`src/rtl/sbsi_pkg.sv`:
```
package sbsi_pkg;

  // Control flags that travel with each axis through the divider pipeline.
  typedef struct packed {
    logic miss;      // span lies wholly outside the slab
    logic need_in;   // entry parameter is a real quotient (else 0)
    logic need_out;  // exit parameter is a real quotient (else 1.0)
  } axis_ctl_t;

endpackage

```
`src/rtl/sbsi_div.sv`:
```
// Pipelined restoring divider: quo = floor((num << FRAC) / den), num <= den, den > 0.
// One quotient bit is resolved per stage.
module sbsi_div #(
  parameter int NUM_BITS = 18,
  parameter int FRAC     = 16
) (
  input  logic                clk,
  input  logic                en,
  input  logic [NUM_BITS-1:0] num,
  input  logic [NUM_BITS-1:0] den,
  output logic [FRAC:0]       quo
);

  logic [NUM_BITS:0]   rem_r [FRAC+1];
  logic [NUM_BITS-1:0] den_r [FRAC+1];
  logic [FRAC:0]       q_r   [FRAC+1];

  // Stage 0: the integer bit is 1 only when num equals den.
  always_ff @(posedge clk) begin
    if (en) begin
      if (num >= den) begin
        rem_r[0] <= {1'b0, num - den};
        q_r[0]   <= {1'b1, {FRAC{1'b0}}};
      end else begin
        rem_r[0] <= {1'b0, num};
        q_r[0]   <= '0;
      end
      den_r[0] <= den;
    end
  end

  for (genvar g = 1; g <= FRAC; g++) begin : g_stage
    logic [NUM_BITS+1:0] sh;
    logic [NUM_BITS+1:0] df;
    assign sh = {rem_r[g-1], 1'b0};
    assign df = sh - {2'b00, den_r[g-1]};
    always_ff @(posedge clk) begin
      if (en) begin
        if (!df[NUM_BITS+1]) begin
          rem_r[g] <= df[NUM_BITS:0];
          q_r[g]   <= q_r[g-1] | ((FRAC+1)'(1) << (FRAC - g));
        end else begin
          rem_r[g] <= sh[NUM_BITS:0];
          q_r[g]   <= q_r[g-1];
        end
        den_r[g] <= den_r[g-1];
      end
    end
  end

  assign quo = q_r[FRAC];

endmodule

```
`src/rtl/sbsi_axis.sv`:
```
// One slab axis: bounds, span tests and the entry and exit quotients.
// Flags are delayed alongside the dividers.
module sbsi_axis #(
  parameter int CB   = 16,
  parameter int HB   = 15,
  parameter int FRAC = 16
) (
  input  logic                 clk,
  input  logic                 en,
  input  logic signed [CB-1:0] s,
  input  logic signed [CB-1:0] e,
  input  logic signed [CB-1:0] c,
  input  logic [HB-1:0]        h,
  output sbsi_pkg::axis_ctl_t  ctl,
  output logic [FRAC:0]        t_in,
  output logic [FRAC:0]        t_out
);

  localparam int WB = ((CB > HB) ? CB : HB) + 3;
  localparam int LAT = FRAC + 1;

  logic signed [WB-1:0] s_w, e_w, bmin, bmax;
  logic fwd;
  sbsi_pkg::axis_ctl_t ctl_nxt;
  logic [WB-1:0] n_in_nxt, n_out_nxt, den_nxt;

  assign s_w  = WB'(s);
  assign e_w  = WB'(e);
  assign bmin = WB'(c) - WB'(signed'({1'b0, h}));
  assign bmax = WB'(c) + WB'(signed'({1'b0, h}));
  assign fwd  = s_w < e_w;

  always_comb begin
    if (fwd) begin
      ctl_nxt.miss     = (s_w > bmax) || (e_w < bmin);
      ctl_nxt.need_in  = s_w < bmin;
      ctl_nxt.need_out = e_w > bmax;
      n_in_nxt  = WB'(bmin - s_w);
      n_out_nxt = WB'(bmax - s_w);
      den_nxt   = WB'(e_w - s_w);
    end else begin
      ctl_nxt.miss     = (e_w > bmax) || (s_w < bmin);
      ctl_nxt.need_in  = s_w > bmax;
      ctl_nxt.need_out = e_w < bmin;
      n_in_nxt  = WB'(s_w - bmax);
      n_out_nxt = WB'(s_w - bmin);
      den_nxt   = WB'(s_w - e_w);
    end
    // Keep the dividers in range when a quotient is not used.
    if (ctl_nxt.miss || !ctl_nxt.need_in) n_in_nxt = '0;
    if (ctl_nxt.miss || !ctl_nxt.need_out) n_out_nxt = '0;
    if (den_nxt == '0) den_nxt = WB'(1);
  end

  logic [WB-1:0] n_in_r, n_out_r, den_r;
  sbsi_pkg::axis_ctl_t ctl_r [LAT+1];

  always_ff @(posedge clk) begin
    if (en) begin
      n_in_r   <= n_in_nxt;
      n_out_r  <= n_out_nxt;
      den_r    <= den_nxt;
      ctl_r[0] <= ctl_nxt;
      for (int i = 1; i <= LAT; i++) ctl_r[i] <= ctl_r[i-1];
    end
  end

  logic [FRAC:0] q_in, q_out;

  sbsi_div #(.NUM_BITS(WB), .FRAC(FRAC)) u_div_in (
    .clk(clk), .en(en), .num(n_in_r), .den(den_r), .quo(q_in));
  sbsi_div #(.NUM_BITS(WB), .FRAC(FRAC)) u_div_out (
    .clk(clk), .en(en), .num(n_out_r), .den(den_r), .quo(q_out));

  assign ctl   = ctl_r[LAT];
  assign t_in  = ctl_r[LAT].need_in ? q_in : '0;
  assign t_out = ctl_r[LAT].need_out ? q_out : (FRAC+1)'(1) << FRAC;

endmodule

```
`config.mk`:
```
export PLATFORM = sky130hd
export DESIGN_NAME = sbsi_axis
export DESIGN_NICKNAME = d
export VERILOG_FILES = /design/src/rtl/sbsi_pkg.sv /design/src/rtl/sbsi_div.sv /design/src/rtl/sbsi_axis.sv
export SDC_FILE = /design/constraint.sdc
export NUM_CORES = 2
export LEC_CHECK = 0
export BUFFER_PORTS_ARGS = -buffer_cell sky130_fd_sc_hd__buf_2
export CAP_MARGIN = 20
export CELL_PAD_IN_SITES_DETAIL_PLACEMENT = 1
export CELL_PAD_IN_SITES_GLOBAL_PLACEMENT = 2
export CORE_MARGIN = 2
export CORE_UTILIZATION = 40
export DETAILED_ROUTE_END_ITERATION = 10
export PLACE_DENSITY_LB_ADDON = 0.1
export SLEW_MARGIN = 20
export SYNTH_ARGS = -nofsm -noshare
export SYNTH_HDL_FRONTEND = slang
export SYNTH_SLANG_ARGS = --single-unit
```
`constraint.sdc`:
```
create_clock -name clk -period 5.3 [get_ports clk]
set_input_delay 1.325 -clock clk [delete_from_list [all_inputs] [get_ports clk]]
set_output_delay 1.325 -clock clk [all_outputs]
set_load 0.02 [all_outputs]
```
## Yosys cells after proc, flatten, opt, wreduce, memory -nomap -nowiden

Memory sizes are Yosys's and may differ from the RTL's.
Cells that the tools add are included.

- Bitwise operators: 68
- Muxes and demuxes: 280
- Order comparisons: 7
- Add/subtract/negate cells: 42
- Reduce and logical (&&, ||, !) cells: 7

Operator list:

| kind | number |
|---|---|
| 20-bit 2-to-1 mux | 34 |
| 21-bit by 19-bit subtractor with 21-bit output | 32 |
| 17-bit 2-to-1 mux | 36 |
| 1-bit 2-to-1 mux | 206 |
| 1-bit bitwise OR | 68 |
| 19-bit 2-to-1 mux | 3 |
| 16-bit by 16-bit subtractor with 17-bit output | 3 |
| 19-bit greater-or-equal comparator | 2 |
| 19-bit subtractor | 2 |
| 16-bit by 17-bit subtractor with 18-bit output | 2 |
| 17-bit by 16-bit subtractor with 18-bit output | 2 |
| 16-bit by 17-bit greater-than comparator with 1-bit output | 2 |
| 16-bit by 17-bit < comparator with 1-bit output | 2 |
| 19-bit logical NOT | 1 |
| 16-bit by 16-bit adder with 17-bit output | 1 |
| 16-bit < comparator | 1 |
| 1-bit logical OR | 4 |
| 3-bit 2-to-1 mux | 1 |
| 1-bit logical NOT | 2 |

- Output and inout port bits: 37
- Flip-flop bits (word level): 57
- Memories: 7
- RAM bits: 1958

Memory list:

| memory | words | bits a word | rd ports | clocked after Yosys merged registers in | wr ports | line | text |
|---|---|---|---|---|---|---|---|
| u_div_in.rem_r | 17 | 20 | 16 | 0 | 17 | sbsi_div.sv:14 | `logic [NUM_BITS:0] rem_r [FRAC+1];` |
| u_div_out.rem_r | 17 | 20 | 16 | 0 | 17 | sbsi_div.sv:14 |  |
| u_div_in.den_r | 17 | 19 | 16 | 0 | 17 | sbsi_div.sv:15 | `logic [NUM_BITS-1:0] den_r [FRAC+1];` |
| u_div_out.den_r | 17 | 19 | 16 | 0 | 17 | sbsi_div.sv:15 |  |
| u_div_in.q_r | 17 | 17 | 17 | 0 | 17 | sbsi_div.sv:16 | `logic [FRAC:0] q_r [FRAC+1];` |
| u_div_out.q_r | 17 | 17 | 17 | 0 | 17 | sbsi_div.sv:16 |  |
| +1 memories | - | - | - | - | - | - |  |

## Logic depth before layout (Yosys ltp)

- Word-level depth: 6
- Mapped depth: 25
- Mapped depth without buffers: 24

## Cells and area by module

A second synthesis with hierarchy kept.

- Cell total of the unflattened synthesis: 8388
- Area, all modules: 95394.0 um2

Modules (own cells, without submodules):

| module | seq. area each (um2) | area each (um2) | instances | cells each |
|---|---|---|---|---|
| sbsi_div | 23302.3 | 41930.2 | 2 | 3541 |
| sbsi_axis | 3213.1 | 11533.6 | 1 | 1306 |

## Worst setup path before layout

OpenSTA, ideal clock, no wires.

- Path type: input to register
- From: input port c[0]
- To: register n_in_r[16], data pin
- Data required time: 5038 ps
- Stages: 25
- Arrival time: 5425 ps
- Setup time: 262 ps
- Buffers on the path: 1
- Path slack: -387 ps
- Cell sequence: inv_1 > ha_1 > inv_1 > fa_1 > a211oi_1 > o21ai_0 > a2111oi_2 > nor3_1 > o21ai_0 > nand2_1 > a21oi_1 > nor2b_1 > or2_2 > xnor2_1 > ha_1 > nand4_1 > nor2_1 > and3_1 > a22o_1 > a41oi_1 > a21o_1 > a21oi_1 > nand2_1 > buf_2 > o22ai_1

- Longest elaborated chain between the ends: 5
- Elaborated cells on any way between the ends: 14
- Those cells by class: 4 x add/sub; 4 x order compare; 2 x mux; 4 x reduce/logical

Ends and longest elaborated chain:

| element | line | text |
|---|---|---|
| start: declaration | sbsi_axis.sv:12 | `input logic signed [CB-1:0] c,` |
| 16-bit by 16-bit adder with 17-bit output or 16-bit by 16-bit subtractor with 17-bit output (tied branches) | sbsi_axis.sv:30, sbsi_axis.sv:29 |  |
| 16-bit by 17-bit greater-than comparator with 1-bit output, or another cell as far along | sbsi_axis.sv:42 | `ctl_nxt.miss = (e_w > bmax) \|\| (s_w < bmin);` |
| 1-bit logical OR, or another cell as far along | sbsi_axis.sv:42 |  |
| 3-bit 2-to-1 mux or 1-bit logical NOT (tied branches) | sbsi_axis.sv:34, sbsi_axis.sv:50 |  |
| 1-bit logical OR | sbsi_axis.sv:50 | `if (ctl_nxt.miss \|\| !ctl_nxt.need_in) n_in_nxt = '0;` |
| end signal: assignment | sbsi_axis.sv:60 | `n_in_r <= n_in_nxt;` |
| end: declaration | sbsi_axis.sv:55 | `logic [WB-1:0] n_in_r, n_out_r, den_r;` |

Several ways; a longest one is shown, not always the timed one.
A chain may end at the register's enable or synchronous reset.

## Worst setup path after layout

- From: input port h[1]
- To: register n_out_r[8], data pin

- Longest elaborated chain between the ends: 5
- Elaborated cells on any way between the ends: 14
- Those cells by class: 4 x add/sub; 4 x order compare; 2 x mux; 4 x reduce/logical

Ends and longest elaborated chain:

| element | line | text |
|---|---|---|
| start: declaration | sbsi_axis.sv:13 | `input logic [HB-1:0] h,` |
| 16-bit by 16-bit adder with 17-bit output or 16-bit by 16-bit subtractor with 17-bit output (tied branches) | sbsi_axis.sv:30, sbsi_axis.sv:29 |  |
| 16-bit by 17-bit greater-than comparator with 1-bit output, or another cell as far along | sbsi_axis.sv:37, sbsi_axis.sv:42 |  |
| 1-bit logical OR, or another cell as far along | sbsi_axis.sv:42 |  |
| 3-bit 2-to-1 mux or 1-bit logical NOT (tied branches) | sbsi_axis.sv:34, sbsi_axis.sv:51 |  |
| 1-bit logical OR | sbsi_axis.sv:51 | `if (ctl_nxt.miss \|\| !ctl_nxt.need_out) n_out_nxt = '0;` |
| end signal: assignment | sbsi_axis.sv:61 | `n_out_r <= n_out_nxt;` |
| end: declaration | sbsi_axis.sv:55 |  |

Several ways; a longest one is shown, not always the timed one.

==> reports/results.tsv <==
metric	value	unit
worstMarginPinSlew	1.08	ns
min-delay-start	u_div_out.q_r[0][16]$_DFFE_PP_	
antenna_found_initial	6	
clock_latency	0.81	ns
final-setup-viol-count	0	
wl_per_cell	22.9	um
seq_area_frac_synth	47.1	%
tritoncts	done	
grt_max_degree	162	
cp-startpoint	h[1]	
synth_edf_count	1323	
die_x	463	um
drive_above_1_share	14.2	%
synth_commonest_cells	1323 x edfxtp_1, 764 x ha_1, 752 x a21oi_1	
netlist_instances	7793	
crit_type	input pin to flip-flop	
min_path_cells	0	
drv_slew	0	
finalCritPeriodShare	99.0	%
syn2layout_area_growth	14.7	%
drt_pass1_iterations	5	
dp_slack	-0.924	ns
hold_viol_final	0	
grt_pass1_wl	391000	um
remaining_drc_errors	0	
slew_headroom	27.7	%
crit_path_end_kind	flip-flop	
p_leak	0.0388	uW
timing.hold.ws	0.403	ns
fp.dieH	463	um
initial_core_util	40.2	%
rows	168	
tns	0	ns
grt_pass1_vias	63900	
syn_area	84300	um^2
power_density	623	nW/um^2
worstPathMaxFanout	7	
worstHoldPathType	flip-flop to flip-flop	
synth.area.top_cells	edfxtp_1 47%, ha_1 11%, a21oi_1 4.5%, xnor2_1 4.0%, mux2_2 3.6%	
detail-route-antenna-nets	0	
async_flop_share	0	%
worst_ir_drop_vdd	0.358	mV
worst_setup_path_start_kind	input pin	
cts_buffer_depth	3	
nFillCells	22800	
rr_worst_depth	12	
synth-seq-cells	1323	
min_period	5.25	ns
outcome	finished, final reports clean	
netlist-cell-type-count	101	
cts-buffers-inserted	155	
via_per_inst	5.47	
vias	61300	
globalRouteOverflowTotal	0	
timing.rr.start	u_div_in.den_r[0][152]$_DFFE_PP_	
ys.flop_type	edfxtp_1	
rsz0062_at_grt	true	
postCtsHoldBufs	0	
cp.required	5.89	ns
root_buffer	clkbuf_16	
yosysWarnings	0	
wl	257000	um
worstPathArrival	5.83	ns
clk_pin_slew	0.06	ns
core_area	210000	um^2
place.gp.congestion	0.872	
ff2ff_setup_slack	0.69	ns
synth_nets	8662	
yosysTopAreaCellShare	47.1	%
die-area	214000	um^2
r2r-end	u_div_out.rem_r[9][13]$_DFFE_PP_	
h-tree-depth	4	
synth.avg_cell_area	10.8	um^2
ios	102	
track_usage	23.6	%
clock-sinks	1323	
timing.fmax	0.191	GHz
min_to	u_div_out.q_r[1][16]$_DFFE_PP_	
drv_cap	0	
fin_ws	0.0539	ns
clock_skew	0.0660	ns
drtIter0Drc	3379	
yosysTopAreaCell	edfxtp_1	
numPortBuffers	101	
synth.most_common_cell	edfxtp_1	
finish.net_count	9153	
dp_hpwl	206000	um
==> cell usage in the layout, fill, tap and decap left out, types with 166 or more instances in the layout <==
cell      synthesis  final
edfxtp_1       1323   1323
ha_1            764    763
a21oi_1         752    749
nor2_1          655    654
inv_1           521    519
buf_4             3    420
nand2_1         390    389
xnor2_1         386    384
mux2_2          272    272
o21ai_0         265    257
nor3_1          210    189
a21o_1          166    166
==> critical path: stages <==
cell and delay [ns]:
buf_2 0.09, inv_1 0.05, buf_4 0.14, fa_2 0.38, a211oi_2 0.20, buf_4 0.18
o21ai_4 0.06, a2111oi_4 0.30, buf_4 0.21, nor3_4 0.05, o21ai_1 0.14, nand2_1 0.12
a21oi_1 0.16, nor2b_1 0.08, or2_4 0.25, xnor2_2 0.14, ha_1 0.31, nand4_1 0.13
nor2_2 0.05, and3_4 0.17, a22o_1 0.20, a41oi_2 0.20, nand3_2 0.15, a211o_4 0.33
buf_12 0.15, a221oi_2 0.25
==> per-layer routing <==
| layer | global-route usage, % | wire length, um | vias to the layer above |
|---|---|---|---|
| met5 | 0 | 0 | - |
| met4 | 5.59 | 5630 | 0 |
| met3 | 2.50 | 6180 | 270 |
| met2 | 43.9 | 134000 | 657 |
| met1 | 29.0 | 111000 | 30400 |
| li1 | - | - | 30000 |
==> power by group <==
group,switching [uW],internal (uW)
clock network,4610,6550
registers,2630,16500
logic,16800,13100
total,24000,36200
==> area by class of cell <==
type	instances	area [um^2]	area share, %
Sequential cell	1323	39700	41.1
Inverter	523	1980	2.05
Tap cell	2805	3510	3.63
Antenna cell	1	2.50	0.00259
Multi-Input combinational cell	5746	42200	43.6
Clock inverter	108	1330	1.37
Clock buffer	175	3980	4.11
Timing Repair Buffer	535	3970	4.11
==> worst max path at each step <==
stage,slack [ns],endpoint,depth (start not counted)
after floorplan,-0.007,n_out_r[15]$_SDFFCE_PP0P_,25
after global placement,-0.90,n_out_r[8]$_SDFFCE_PP0P_,23
after detailed placement,-0.92,n_out_r[14]$_SDFFCE_PP0P_,24
after CTS,0.004,n_out_r[2]$_SDFFCE_PP0P_,26
after global routing,-0.12,n_out_r[2]$_SDFFCE_PP0P_,27
final,0.05,n_out_r[8]$_SDFFCE_PP0P_,26
==> state kept, by name (all words and copies together), names as in the netlist <==
name and count:
ctl_r 54, u_div_in.q_r 153, n_out_r 18, u_div_out.rem_r 319, u_div_in.rem_r 319, u_div_out.q_r 153, u_div_in.den_r 272, den_r 17
n_in_r 18
==> what timing repair did <==
item	4_1_cts	5_1_grt
pin swaps	2	8
cloned	0	1
setup buffers	2	14
gates resized for setup	3	24
setup endpoints to repair	24	36
==> cell families after synthesis <==
| kind of cell | share of synthesized area, % |
|---|---|
| AND/OR/NAND/NOR | 12.2 |
| AO/OA/AOI/OAI | 15.5 |
| flip-flops | 47.1 |
| adder cells (fa/ha/maj) | 12.3 |
| buffers and inverters | 3.29 |
| XOR/XNOR | 5.76 |
| multiplexers | 3.85 |
==> stage by stage <==
stage,power [uW],utilization (%),std cells,instance area (um^2)
3_5_place_dp,49200,43.5,10900,91100
3_3_place_gp,48700,43.5,10900,91100
6_report,60200,46.1,11200,96700
5_1_grt,64500,46.1,11200,96700
4_1_cts,60900,46.0,11200,96500
2_1_floorplan,39300,-,7793,84400
No activity file was read; power rests on OpenSTA's default activity.
